## src/rtl/output_channel_panel_controller_top_assert.svh

```systemverilog
// Assertion macros used by the panel controller RTL.
`ifndef OUTPUT_CHANNEL_PANEL_CONTROLLER_TOP_ASSERT_SVH
`define OUTPUT_CHANNEL_PANEL_CONTROLLER_TOP_ASSERT_SVH

`ifndef SYNTHESIS

// Same-cycle implication, disabled during reset.
`define OCPC_ASSERT_SAME(label, clk, rst, cond, expr) \
   label: assert property (@(posedge clk) disable iff (rst) (cond) |-> (expr)) \
      else $error("ocpc same-cycle check failed");

// Next-cycle implication, disabled during reset.
`define OCPC_ASSERT_NEXT(label, clk, rst, cond, expr) \
   label: assert property (@(posedge clk) disable iff (rst) (cond) |=> (expr)) \
      else $error("ocpc next-cycle check failed");

`else

`define OCPC_ASSERT_SAME(label, clk, rst, cond, expr)
`define OCPC_ASSERT_NEXT(label, clk, rst, cond, expr)

`endif

`endif

```

## src/rtl/ocpc_pkg.sv

```systemverilog
// Types and constants of the output channel panel controller.
package ocpc_pkg;

   localparam int unsigned CHANNELS = 16;
   localparam int unsigned CHAN_IDX_W = 4;

   // Action codes of an input item.
   localparam logic [1:0] ACTION_TICK   = 2'd0;
   localparam logic [1:0] ACTION_SWITCH = 2'd1;
   localparam logic [1:0] ACTION_STATUS = 2'd2;

   // Switch command codes.
   localparam logic [7:0] CMD_ON  = 8'h01;
   localparam logic [7:0] CMD_OFF = 8'h02;

   // Configuration register indexes.
   localparam int unsigned CSR_INDEX_W = 3;
   localparam int unsigned CSR_DATA_W  = 16;
   localparam logic [CSR_INDEX_W-1:0] CSR_STATION      = 3'd0;
   localparam logic [CSR_INDEX_W-1:0] CSR_MENU_TIMEOUT = 3'd1;
   localparam logic [CSR_INDEX_W-1:0] CSR_BLINK_SHORT  = 3'd2;
   localparam logic [CSR_INDEX_W-1:0] CSR_BLINK_LONG   = 3'd3;
   localparam logic [CSR_INDEX_W-1:0] CSR_LOCKOUT      = 3'd4;
   localparam logic [CSR_INDEX_W-1:0] CSR_SCAN_DIV     = 3'd5;

   // Configuration reset values.
   localparam logic [5:0]  RST_STATION      = 6'd0;
   localparam logic [15:0] RST_MENU_TIMEOUT = 16'd10000;
   localparam logic [9:0]  RST_BLINK_SHORT  = 10'd50;
   localparam logic [11:0] RST_BLINK_LONG   = 12'd250;
   localparam logic [7:0]  RST_LOCKOUT      = 8'd200;
   localparam logic [7:0]  RST_SCAN_DIV     = 8'd5;

   localparam logic [11:0] BLINK_ELAPSED_MAX = 12'hFFF;
   localparam logic [CHAN_IDX_W-1:0] LAST_CHANNEL = 4'd15;

   typedef struct packed {
      logic [1:0]  action;
      logic [15:0] bus_address;
      logic [7:0]  command_code;
      logic        select_pressed;
      logic        onoff_pressed;
   } ocpc_req_type;

   typedef struct packed {
      logic [15:0] gate_drive;
      logic [3:0]  row_drive;
      logic [3:0]  column_drive;
      logic        reply_valid;
      logic        reply_on;
   } ocpc_rsp_type;

endpackage

```

## src/rtl/ocpc_chan_if.sv

```systemverilog
// Valid/ready channel interface carrying one payload item per transfer.
interface ocpc_chan_if #(
   parameter type payload_type = logic
);
   logic        valid;
   logic        ready;
   payload_type payload;

   modport source (output valid, output payload, input ready);
   modport sink   (input valid, input payload, output ready);
endinterface

```

## src/rtl/output_channel_panel_controller_top.sv

```systemverilog
// Sixteen-channel gate controller with bus commands, panel menu and matrix scan.
//
// The req_chan sink takes one item per transfer: a one millisecond tick that
// carries the two button levels, a switch command or a status query. Each
// accepted item gives exactly one item on the rsp_chan source: the gate
// outputs, the indicator matrix row and columns, and the bus reply flags.
// The whole state update is combinational from the accepted item into the state
// flops and the result register, so a result is offered in the cycle after its
// item's transfer; one item per cycle is sustained while results are taken. The
// result register is the only buffer: while a result waits, a new item is still
// taken in the same cycle the waiting result transfers. When the receiver stalls,
// req_chan.ready drops until the result is taken. Configuration is written over
// the csr_ port, one register per cycle; the user must write only while idle, not
// enforced by the block. Synchronous reset clears all gates, closes the menu,
// restores the register defaults and empties the result register.
`include "output_channel_panel_controller_top_assert.svh"

module output_channel_panel_controller_top
   import ocpc_pkg::*;
(
   input  logic                   clock,
   input  logic                   reset,
   ocpc_chan_if.sink              req_chan,
   ocpc_chan_if.source            rsp_chan,
   input  logic                   csr_write_enable,
   input  logic [CSR_INDEX_W-1:0] csr_index,
   input  logic [CSR_DATA_W-1:0]  csr_write_data
);

   // Configuration registers.
   logic [5:0]  station_ff;
   logic [15:0] menu_timeout_ff;
   logic [9:0]  blink_short_ff;
   logic [11:0] blink_long_ff;
   logic [7:0]  lockout_ticks_ff;
   logic [7:0]  scan_div_ff;

   // Block state.
   logic [CHANNELS-1:0]   channel_on_ff, channel_on_in;
   logic [CHANNELS-1:0]   indicator_on_ff, indicator_on_in;
   logic [CHAN_IDX_W-1:0] selected_ff, selected_in;
   logic                  menu_open_ff, menu_open_in;
   logic [15:0]           countdown_ff, countdown_in;
   logic                  blink_phase_ff, blink_phase_in;
   logic [11:0]           blink_elapsed_ff, blink_elapsed_in;
   logic                  blink_restart_ff, blink_restart_in;
   logic                  select_held_ff, select_held_in;
   logic                  onoff_held_ff, onoff_held_in;
   logic [7:0]            lockout_ff, lockout_in;
   logic [1:0]            scan_row_ff, scan_row_in;
   logic [7:0]            scan_prescale_ff, scan_prescale_in;

   // Result register.
   logic         rsp_valid_ff;
   ocpc_rsp_type rsp_payload_ff, rsp_payload_in;

   logic         req_transfer;
   ocpc_req_type req;

   assign req               = req_chan.payload;
   assign req_chan.ready    = !rsp_valid_ff || rsp_chan.ready;
   assign req_transfer      = req_chan.valid && req_chan.ready;
   assign rsp_chan.valid    = rsp_valid_ff;
   assign rsp_chan.payload  = rsp_payload_ff;

   // Configuration writes.
   always_ff @(posedge clock) begin
      if (reset) begin
         station_ff       <= RST_STATION;
         menu_timeout_ff  <= RST_MENU_TIMEOUT;
         blink_short_ff   <= RST_BLINK_SHORT;
         blink_long_ff    <= RST_BLINK_LONG;
         lockout_ticks_ff <= RST_LOCKOUT;
         scan_div_ff      <= RST_SCAN_DIV;
      end else if (csr_write_enable) begin
         case (csr_index)
            CSR_STATION:      station_ff       <= csr_write_data[5:0];
            CSR_MENU_TIMEOUT: menu_timeout_ff  <= csr_write_data;
            CSR_BLINK_SHORT:  blink_short_ff   <= csr_write_data[9:0];
            CSR_BLINK_LONG:   blink_long_ff    <= csr_write_data[11:0];
            CSR_LOCKOUT:      lockout_ticks_ff <= csr_write_data[7:0];
            CSR_SCAN_DIV:     scan_div_ff      <= csr_write_data[7:0];
            default: ;
         endcase
      end
   end

   // Next state and result for the item on the request channel.
   always_comb begin
      logic                  edge_seen;
      logic [11:0]           short_len;
      logic [11:0]           long_len;
      logic [11:0]           period;
      logic [7:0]            div;
      logic                  sel_state;
      logic [15:0]           window_start;
      logic [16:0]           offset;
      logic                  hit;
      logic [CHAN_IDX_W-1:0] idx;
      logic [3:0]            cols;

      channel_on_in    = channel_on_ff;
      indicator_on_in  = indicator_on_ff;
      selected_in      = selected_ff;
      menu_open_in     = menu_open_ff;
      countdown_in     = countdown_ff;
      blink_phase_in   = blink_phase_ff;
      blink_elapsed_in = blink_elapsed_ff;
      blink_restart_in = blink_restart_ff;
      select_held_in   = select_held_ff;
      onoff_held_in    = onoff_held_ff;
      lockout_in       = lockout_ff;
      scan_row_in      = scan_row_ff;
      scan_prescale_in = scan_prescale_ff;
      edge_seen        = 1'b0;
      period           = '0;
      sel_state        = 1'b0;
      hit              = 1'b0;
      idx              = '0;
      short_len = (blink_short_ff == '0) ? 12'd1 : {2'b00, blink_short_ff};
      long_len  = (blink_long_ff == '0) ? 12'd1 : blink_long_ff;
      div       = (scan_div_ff == '0) ? 8'd1 : scan_div_ff;

      // Bus window: station zero answers address zero only.
      window_start = (station_ff == '0) ? 16'd0
                   : 16'({station_ff - 6'd1, 4'b0000}) + 16'd1;
      offset = {1'b0, req.bus_address} - {1'b0, window_start};

      case (req.action)
         ACTION_TICK: begin
            // Buttons, or lockout countdown.
            if (lockout_in != '0) begin
               lockout_in = lockout_in - 8'd1;
            end else begin
               if (req.select_pressed) begin
                  if (!select_held_in) begin
                     select_held_in   = 1'b1;
                     menu_open_in     = 1'b1;
                     blink_restart_in = 1'b1;
                     selected_in      = selected_in + 4'd1;
                     blink_phase_in   = channel_on_in[selected_in];
                     countdown_in     = menu_timeout_ff;
                     indicator_on_in  = channel_on_in;
                     edge_seen        = 1'b1;
                  end
               end else if (select_held_in) begin
                  select_held_in  = 1'b0;
                  indicator_on_in = channel_on_in;
                  edge_seen       = 1'b1;
               end
               if (menu_open_in && req.onoff_pressed) begin
                  if (!onoff_held_in) begin
                     onoff_held_in = 1'b1;
                     channel_on_in[selected_in] = !channel_on_in[selected_in];
                     blink_restart_in = 1'b1;
                     blink_phase_in   = channel_on_in[selected_in];
                     indicator_on_in  = channel_on_in;
                     edge_seen        = 1'b1;
                  end
                  countdown_in = menu_timeout_ff;
               end else if (!req.onoff_pressed && onoff_held_in) begin
                  onoff_held_in = 1'b0;
                  edge_seen     = 1'b1;
               end
               if (edge_seen) begin
                  lockout_in = lockout_ticks_ff;
               end
            end

            // Menu timeout; a closed menu shows the plain channel state.
            if (!menu_open_in || countdown_in == '0) begin
               menu_open_in     = 1'b0;
               selected_in      = LAST_CHANNEL;
               blink_phase_in   = 1'b0;
               blink_restart_in = 1'b1;
               indicator_on_in  = channel_on_in;
            end else begin
               countdown_in = countdown_in - 16'd1;
            end

            // Blink of the selected indicator.
            sel_state = channel_on_in[selected_in];
            if (blink_restart_in) begin
               blink_phase_in   = sel_state;
               blink_elapsed_in = '0;
               blink_restart_in = 1'b0;
            end else if (blink_elapsed_in < BLINK_ELAPSED_MAX) begin
               blink_elapsed_in = blink_elapsed_in + 12'd1;
            end
            if (sel_state) begin
               period = blink_phase_in ? long_len : short_len;
            end else begin
               period = blink_phase_in ? short_len : long_len;
            end
            if (blink_elapsed_in >= period) begin
               indicator_on_in[selected_in] = !indicator_on_in[selected_in];
               blink_phase_in   = !blink_phase_in;
               blink_elapsed_in = '0;
            end

            // Matrix row step.
            scan_prescale_in = scan_prescale_ff + 8'd1;
            if (scan_prescale_in >= div) begin
               scan_prescale_in = '0;
               scan_row_in      = scan_row_ff + 2'd1;
            end
         end
         ACTION_SWITCH, ACTION_STATUS: begin
            if (station_ff == '0) begin
               hit = (req.bus_address == '0);
            end else begin
               hit = (req.bus_address >= window_start) && (offset < 17'd16);
            end
            idx = offset[CHAN_IDX_W-1:0];
            if (hit && req.action == ACTION_SWITCH) begin
               if (req.command_code == CMD_ON) begin
                  channel_on_in[idx] = 1'b1;
               end else if (req.command_code == CMD_OFF) begin
                  channel_on_in[idx] = 1'b0;
               end
               indicator_on_in = channel_on_in;
            end
         end
         default: ;
      endcase

      // Columns are active low for the row being driven.
      for (int c = 0; c < 4; c++) begin
         cols[c] = !indicator_on_in[{c[1:0], scan_row_in}];
      end

      rsp_payload_in.gate_drive   = channel_on_in;
      rsp_payload_in.row_drive    = 4'(4'b0001 << scan_row_in);
      rsp_payload_in.column_drive = cols;
      rsp_payload_in.reply_valid  = hit;
      rsp_payload_in.reply_on     = hit && channel_on_in[idx];
   end

   // State update on each input transfer.
   always_ff @(posedge clock) begin
      if (reset) begin
         channel_on_ff    <= '0;
         indicator_on_ff  <= '0;
         selected_ff      <= LAST_CHANNEL;
         menu_open_ff     <= 1'b0;
         countdown_ff     <= '0;
         blink_phase_ff   <= 1'b0;
         blink_elapsed_ff <= '0;
         blink_restart_ff <= 1'b1;
         select_held_ff   <= 1'b0;
         onoff_held_ff    <= 1'b0;
         lockout_ff       <= '0;
         scan_row_ff      <= '0;
         scan_prescale_ff <= '0;
      end else if (req_transfer) begin
         channel_on_ff    <= channel_on_in;
         indicator_on_ff  <= indicator_on_in;
         selected_ff      <= selected_in;
         menu_open_ff     <= menu_open_in;
         countdown_ff     <= countdown_in;
         blink_phase_ff   <= blink_phase_in;
         blink_elapsed_ff <= blink_elapsed_in;
         blink_restart_ff <= blink_restart_in;
         select_held_ff   <= select_held_in;
         onoff_held_ff    <= onoff_held_in;
         lockout_ff       <= lockout_in;
         scan_row_ff      <= scan_row_in;
         scan_prescale_ff <= scan_prescale_in;
      end
   end

   // Result register valid flag.
   always_ff @(posedge clock) begin
      if (reset) begin
         rsp_valid_ff <= 1'b0;
      end else if (req_transfer) begin
         rsp_valid_ff <= 1'b1;
      end else if (rsp_chan.ready) begin
         rsp_valid_ff <= 1'b0;
      end
   end

   // Result payload, loaded with each input transfer.
   always_ff @(posedge clock) begin
      if (req_transfer) begin
         rsp_payload_ff <= rsp_payload_in;
      end
   end

   // A closed menu always points at the last channel.
   `OCPC_ASSERT_SAME(a_closed_menu_sel, clock, reset, !menu_open_ff,
                     selected_ff == LAST_CHANNEL)

   // A reply state is only given with a valid reply.
   `OCPC_ASSERT_SAME(a_reply_on_valid, clock, reset,
                     rsp_valid_ff && !rsp_payload_ff.reply_valid,
                     !rsp_payload_ff.reply_on)

   // The driven row is always exactly one.
   `OCPC_ASSERT_SAME(a_row_onehot, clock, reset, rsp_valid_ff,
                     $onehot(rsp_payload_ff.row_drive))

   // Bus commands do not advance the matrix scan.
   `OCPC_ASSERT_NEXT(a_bus_no_scan, clock, reset,
                     req_transfer && req.action != ACTION_TICK,
                     $stable(scan_row_ff) && $stable(scan_prescale_ff))

endmodule

```

## src/flat_wrapper.sv

```systemverilog
// flat-port wrapper written by rule: the top's interface ports become plain ports
module output_channel_panel_controller_top_flat import ocpc_pkg::*;
  (clock, reset, csr_write_enable, csr_index, csr_write_data, req_chan_valid, req_chan_payload, req_chan_ready, rsp_chan_valid, rsp_chan_payload, rsp_chan_ready);
  ocpc_chan_if #(.payload_type(ocpc_req_type)) req_chan_i ();
  ocpc_chan_if #(.payload_type(ocpc_rsp_type)) rsp_chan_i ();
  input  logic clock;
  input  logic reset;
  input  logic csr_write_enable;
  input  logic [CSR_INDEX_W-1:0] csr_index;
  input  logic [CSR_DATA_W-1:0] csr_write_data;
  input wire logic [$bits(req_chan_i.valid)-1:0] req_chan_valid;
  input wire logic [$bits(req_chan_i.payload)-1:0] req_chan_payload;
  output wire logic [$bits(req_chan_i.ready)-1:0] req_chan_ready;
  output wire logic [$bits(rsp_chan_i.valid)-1:0] rsp_chan_valid;
  output wire logic [$bits(rsp_chan_i.payload)-1:0] rsp_chan_payload;
  input wire logic [$bits(rsp_chan_i.ready)-1:0] rsp_chan_ready;
  assign req_chan_i.valid = req_chan_valid;
  assign req_chan_i.payload = req_chan_payload;
  assign req_chan_ready = req_chan_i.ready;
  assign rsp_chan_valid = rsp_chan_i.valid;
  assign rsp_chan_payload = rsp_chan_i.payload;
  assign rsp_chan_i.ready = rsp_chan_ready;
  output_channel_panel_controller_top u_core (.clock(clock), .reset(reset), .req_chan(req_chan_i), .rsp_chan(rsp_chan_i), .csr_write_enable(csr_write_enable), .csr_index(csr_index), .csr_write_data(csr_write_data));
endmodule
```

## config.mk

```make
export PLATFORM = sky130hd
export DESIGN_NAME = output_channel_panel_controller_top_flat
export DESIGN_NICKNAME = d
export VERILOG_FILES = /design/src/rtl/ocpc_pkg.sv /design/src/rtl/ocpc_chan_if.sv /design/src/rtl/output_channel_panel_controller_top.sv /design/src/flat_wrapper.sv
export VERILOG_INCLUDE_DIRS = /design/src /design/src/rtl
export SDC_FILE = /design/constraint.sdc
export NUM_CORES = 1
export LEC_CHECK = 0
export BUFFER_PORTS_ARGS = -buffer_cell sky130_fd_sc_hd__buf_2
export CAP_MARGIN = 10
export CORE_ASPECT_RATIO = 1.5
export CORE_MARGIN = 4
export CORE_UTILIZATION = 52
export DETAILED_ROUTE_END_ITERATION = 12
export PLACE_DENSITY = 0.78
export SYNTH_ARGS = -nofsm -noshare
export SYNTH_HDL_FRONTEND = slang
export SYNTH_SLANG_ARGS = --single-unit
```

## constraint.sdc

```tcl
create_clock -name clock -period 25.3 [get_ports clock]
set_input_delay 7.59 -clock clock [delete_from_list [all_inputs] [get_ports clock]]
set_output_delay 7.59 -clock clock [all_outputs]
set_load 0.05 [all_outputs]
```

==> results.yml, run 1 <==
critical_path:
  path_class: "in -> out"
  crit_arrival_ps: 8070
  crit_path_max_fanout: 3
  cp-startpoint: "rsp_chan_ready"
  reg2reg_from: "u_core.selected_ff[0]$_SDFFE_PP1P_"
  start_kind: "input pin"
  crit_required_ps: 17710
  critical_path.endpoint_type: "output pin"
logic_synthesis:
  ys_ff_latch: 174
  synth_xor_area_frac: 0.0251
  yosysTopAreaCell: "dfxtp_1"
  ys.flop_type: "dfxtp_1"
  avgSynthCellArea_um2: 7.35
  synth_compound_area_frac: 0.262
  synth_fa_ha_area_frac: 0.0378
  synth_top_area_frac: 0.236
  seq_area_frac_synth: 0.298
  ys_warn_count: 0
  synth_top_family_by_area: "simple AND/OR/NAND/NOR gates"
  synthMuxAreaShare: 0.0510
  netlist_instances: 1710
  synth.most_common_cell: "nand2_1"
  synth_simple_gate_area_share: 0.283
  syn-num-nets: 1800
  synth.area.top_cells: "dfxtp_1 24%, nand2_1 8.1%, edfxtp_1 6.2%, nor2_1 5.9%, a21oi_1 4.9%"
  synth_edf_count: 26
  ys_top_cells_by_count: "271 x nand2_1, 198 x nor2_1, 148 x dfxtp_1"
  yosysUniqueCellTypes: 91
  synthesis.area_um2: 12600
  async_reset_ff_frac: 0
global_route:
  antenna_found_initial: 1
  grt_max_degree: 72
  overflow: 0
  grt_pass1_wl_um: 73500
  track_usage: 0.354
  grt_pass1_vias: 13100
floorplan:
  die_h_um: 198
  core_um2: 23700
  start_util: 0.529
  die-area_um2: 26800
  core.rowCount: 69
  ios: 80
  die_w_um: 135
timing:
  maxClockFrequency_mhz: 63.9
  grt_setup_unrepaired: "false"
  holdWs_ps: 452
  slew_headroom: 0.108
  worst_pin_slew_ps: 1320
  hold_viol_final: 0
  fin_skew_ps: 11.7
  final-max-slew-violation-count: 0
  final.setup.tns_ps: 0
  fin_crit_sh: 0.619
  fin_crit_ps: 15660
  setup_viol: 0
final_layout:
  num_antenna_cells: 0
  final_area_um2: 13800
  drive_gt1_frac: 0.105
  areaGrowthSynthToFinish_pct: 9.90
  nNetsFinal: 1827
clocking:
  cts.path.max_buffers: 2
  cts_setup_buffers: 0
  cts_tree: "built"
  cts.htree.levels: 4
  ctsResizeCount: 0
  path_clk_slew_ps: 70
  cts-buffers-inserted: 17
  hold_buffers: 0
  clock-sinks: 174
  cts_root_buf: "clkbuf_16"
  insertion_delay_ps: 460
power:
  p_sw_frac: 0.372
  p_clk_frac: 0.340
  combPwrFrac: 0.278
  total_power_uw: 803
  vdd_drop_max_mv: 0.0654
  switching_power_uw: 299
  power_density_nw_per_um2: 58.1
  p_int_uw: 504
  seqPwrFrac: 0.382
  leakage_uw: 0.00515
placement:
  io_buffers: 79
  placed_area_um2: 13200
  dp_hpwl_um: 35400
  place.gp.congestion: 1.03
drt:
  drc: 0
  vias: 13500
  wirelength_um: 47300
  drt-pass1-iter-count: 7
  detail_route.wl_per_cell_um: 22.9
  drtAntennaViolNets: 0
  drt_iter0_drc: 1134
  via_per_inst: 6.53
flow_run:
  maxCapViolations: 0
worst_hold_path:
  hp-class: "reg -> reg"
  min_from: "u_core.blink_restart_ff$_SDFFE_PP1P_"
outcome:
  status: "finished clean"
## cell families (layout without fill, tap and decap cells)
| logic type | count (synthesis) | count (layout) |
|---|---|---|
| XOR/XNOR | 36 | 36 |
| adder cells (fa/ha/maj) | 38 | 38 |
| buffers and inverters | 141 | 181 |
| multiplexers | 62 | 62 |
| AND/OR/NAND/NOR | 766 | 766 |
| flip-flops | 174 | 174 |
| AO/OA/AOI/OAI | 493 | 493 |
## area by class of cell
class                           instances  area, um^2
Clock buffer                           17         425
Multi-Input combinational cell       1395        8300
Inverter                               43         161
Timing Repair Buffer                  106         601
Clock inverter                         15         174
Tap cell                              319         399
Sequential cell                       174        3740
Fill cell                            2260        9930
## flip-flops by register name (all words and copies together), names as in the netlist, 2 cells and up
signal	flops
u_core.blink_elapsed_ff	12
u_core.blink_long_ff	12
u_core.blink_short_ff	10
u_core.channel_on_ff	16
u_core.countdown_ff	16
u_core.indicator_on_ff	16
u_core.lockout_ff	8
u_core.lockout_ticks_ff	8
u_core.menu_timeout_ff	16
u_core.rsp_chan.payload	26
u_core.scan_div_ff	8
u_core.scan_prescale_ff	8
u_core.scan_row_ff	2
u_core.selected_ff	4
u_core.station_ff	6
## per-stage QoR
| stage | instances | worst slack, ps | utilization |
|---|---|---|---|
| global placement | 2037 | 9650 | 0.556 |
| floorplan | 1710 | 9680 | - |
| global route | 2069 | 9620 | 0.582 |
| CTS | 2069 | 9640 | 0.582 |
| detailed placement | 2037 | 9650 | 0.556 |
| finish | 2069 | 9640 | 0.582 |
## worst max-delay path, stage by stage
cell	delay, ps
buf_2	80
nand2b_1	130
buf_2	270
## path summary, 6_finish.rpt
| path | end | slack, ps | depth (start not counted) |
|---|---|---|---|
| setup / recovery | req_chan_ready | 9640 | 3 |
| setup reg to reg | u_core.rsp_chan.payload[5]$_DFFE_PP_ | 16810 | 25 |
| hold reg to reg | u_core.blink_restart_ff$_SDFFE_PP1P_ | 450 | 2 |
| hold / removal | u_core.blink_restart_ff$_SDFFE_PP1P_ | 450 | 2 |
## per-layer routing
| layer | part of all wire | track usage |
|---|---|---|
| met1 | 0.36 | 0.379 |
| met2 | 0.49 | 0.623 |
| met3 | 0.058 | 0.0600 |
| met4 | 0.084 | 0.257 |
| met5 | 0.00027 | 0 |
## power groups by stage
stage,combinational [uW],sequential (uW),clock [uW]
floorplan,144,316,0
global placement,216,312,0
detailed placement,217,312,0
CTS,218,306,276
global route,240,308,288
finish,223,307,273
## cells in the final DEF, fill, tap and decap left out, types with 12 or more instances in the layout
cell type / instances
nand3_1: 60
a31oi_1: 29
o31ai_1: 14
o21ai_0: 100
nor4_1: 16
xnor2_1: 13
nand2b_1: 21
a22oi_1: 27
inv_1: 42
and2_1: 14
xor2_1: 23
nand4_1: 19
nand2_1: 271
buf_2: 78
a311oi_1: 12
and3_1: 18
o211ai_1: 24
ha_1: 38
a211oi_1: 38
dfxtp_1: 148
clkbuf_16: 17
nor3_1: 65
nor2b_1: 19
edfxtp_1: 26
nor2_1: 197
buf_4: 28
o22ai_1: 16
a21oi_1: 122
mux2i_1: 55
Note: power is estimated with default switching activity, not from simulation.
==> inputs of run 2 (changes only) <==
- PLACE_DENSITY: 0.78 -> 0.81
- clock period: 25.3 -> 14.2 ns (I/O delays scaled with it)
==> run 2 against run 1 <==
Effect of this change: core utilization shrank 0.095 points; critical path depth increased by 28; non-clock buffer count fell by 3; via count increased by 1.4%; hold slack better by 5.5 ps; critical path type is now in -> reg; clock skew about the same; clock-buffer cell count rose by 1; routed wire length increased by 0.99%; cell count hardly changed.
==> results.yml, run 2 (same netlist as run 1, synthesis figures left out) <==
timing:
  holdWs_ps: 458
  maxClockFrequency_mhz: 85.8
  setup_viol: 0
  fin_skew_ps: 12.2
  grt_setup_unrepaired: "false"
  final.setup.tns_ps: 0
  slew_headroom: 0.130
  hold_viol_final: 0
  fin_crit_sh: 0.820
  worst_pin_slew_ps: 1290
  fin_crit_ps: 11650
  final-max-slew-violation-count: 0
  fin_ws_ps: 2550
final_layout:
  final_area_um2: 13800
  areaGrowthSynthToFinish_pct: 9.72
  post-route-util: 0.581
  largest_reg_flops: 26
  mostFrequentLayoutCell: "nand2_1"
  most-common-layout-cells: "271 x nand2_1, 197 x nor2_1, 148 x dfxtp_1, 122 x a21oi_1, 100 x o21ai_0"
  nNetsFinal: 1824
  drive_gt1_frac: 0.101
critical_path:
  worstPathBufferInverterCount: 5
  start_kind: "input pin"
  cp_top_family: "compound AO/OA/AOI/OAI gates"
  crit_slowest_cell: "o41ai_4"
  crit_arrival_ps: 11850
  crit_path_max_fanout: 34
  path_class: "in -> reg"
  critical_path.endpoint_type: "flop"
  cp_common_cell: "buf_4"
  cpPeakStageDelay_ps: 870
  crit_required_ps: 14400
global_route:
  grt_pass1_wl_um: 74100
  track_usage: 0.356
  antenna_found_initial: 1
  overflow: 0
  grt_pass1_vias: 13200
  grt_max_degree: 65
clocking:
  clock-sinks: 174
  cts.path.max_buffers: 2
  cts-buffers-inserted: 17
  cts.htree.levels: 4
  path_clk_slew_ps: 70
  ctsResizeCount: 0
  cts_tree: "built"
  cts_setup_buffers: 0
  cts_root_buf: "clkbuf_16"
  insertion_delay_ps: 450
  hold_buffers: 0
flow_run:
  maxCapViolations: 0
worst_hold_path:
  hp-class: "reg -> reg"
power:
  p_int_uw: 917
  seqPwrFrac: 0.378
  power_density_nw_per_um2: 105
  combPwrFrac: 0.276
  vdd_drop_max_mv: 0.0912
  p_sw_frac: 0.367
  leakage_uw: 0.00515
  switching_power_uw: 532
  p_clk_frac: 0.346
outcome:
  status: "finished clean"
drt:
  drtAntennaViolNets: 0
  drt_iter0_drc: 1294
  detail_route.wl_per_cell_um: 23.1
  vias: 13700
  wirelength_um: 47800
  via_per_inst: 6.63
  drt-pass1-iter-count: 6
  drc: 0
floorplan:
  core.rowCount: 69
  die_h_um: 198
  ios: 80
  die-area_um2: 26800
  core_um2: 23700
  start_util: 0.529
  die_w_um: 135
placement:
  post-place-ws_ps: 2280
  dp_hpwl_um: 35800
  place.gp.congestion: 1.08
  io_buffers: 79
  placed_area_um2: 13200
==> run 2: metal layers <==
layer | vias to the layer above | GRT usage | wire length (um)
met5 | - | 0 | 0
met1 | 6422 | 0.374 | 16800
li1 | 6324 | - | -
met3 | 270 | 0.0645 | 3180
met2 | 684 | 0.607 | 22800
met4 | 0 | 0.312 | 5030
==> run 2: power by group through the flow <==
stage,Combinational (uW),Clock (uW),Sequential (uW)
after floorplan,256,0,563
after global placement,382,0,557
after detailed placement,384,0,557
after CTS,387,506,546
after global routing,429,525,549
final,399,501,548
==> run 2: final cells by class <==
cell class | count | area [um^2]
fill | 2248 | 9960
multi-input combinational | 1395 | 8290
sequential | 174 | 3740
timing repair buffer | 103 | 576
clock buffer | 18 | 439
tap | 319 | 399
clock inverter | 14 | 174
inverter | 43 | 161
antenna | 1 | 2.50
==> run 2: worst min-delay path, stage by stage, from the launching register on <==
cell and delay, ps:
dfxtp_1 310, nand2_1 60, nand2_1 40
==> run 2: final timing paths <==
path	slack [ps]	end	startpoint	cells past startpoint
max	2550	u_core.rsp_chan.payload[5]$_DFFE_PP_	req_chan_payload[1]	31
max reg2reg	5460	u_core.rsp_chan.payload[5]$_DFFE_PP_	u_core.lockout_ff[0]$_SDFFE_PP0P_	31
min	460	u_core.blink_restart_ff$_SDFFE_PP1P_	u_core.blink_restart_ff$_SDFFE_PP1P_	2
min reg2reg	460	u_core.blink_restart_ff$_SDFFE_PP1P_	u_core.blink_restart_ff$_SDFFE_PP1P_	2
==> run 2: metrics by stage <==
step	std cells	total power, uW
finish	2067	1450
global route	2066	1500
CTS	2065	1440
detailed placement	2033	941
global placement	2033	939
floorplan	1710	820
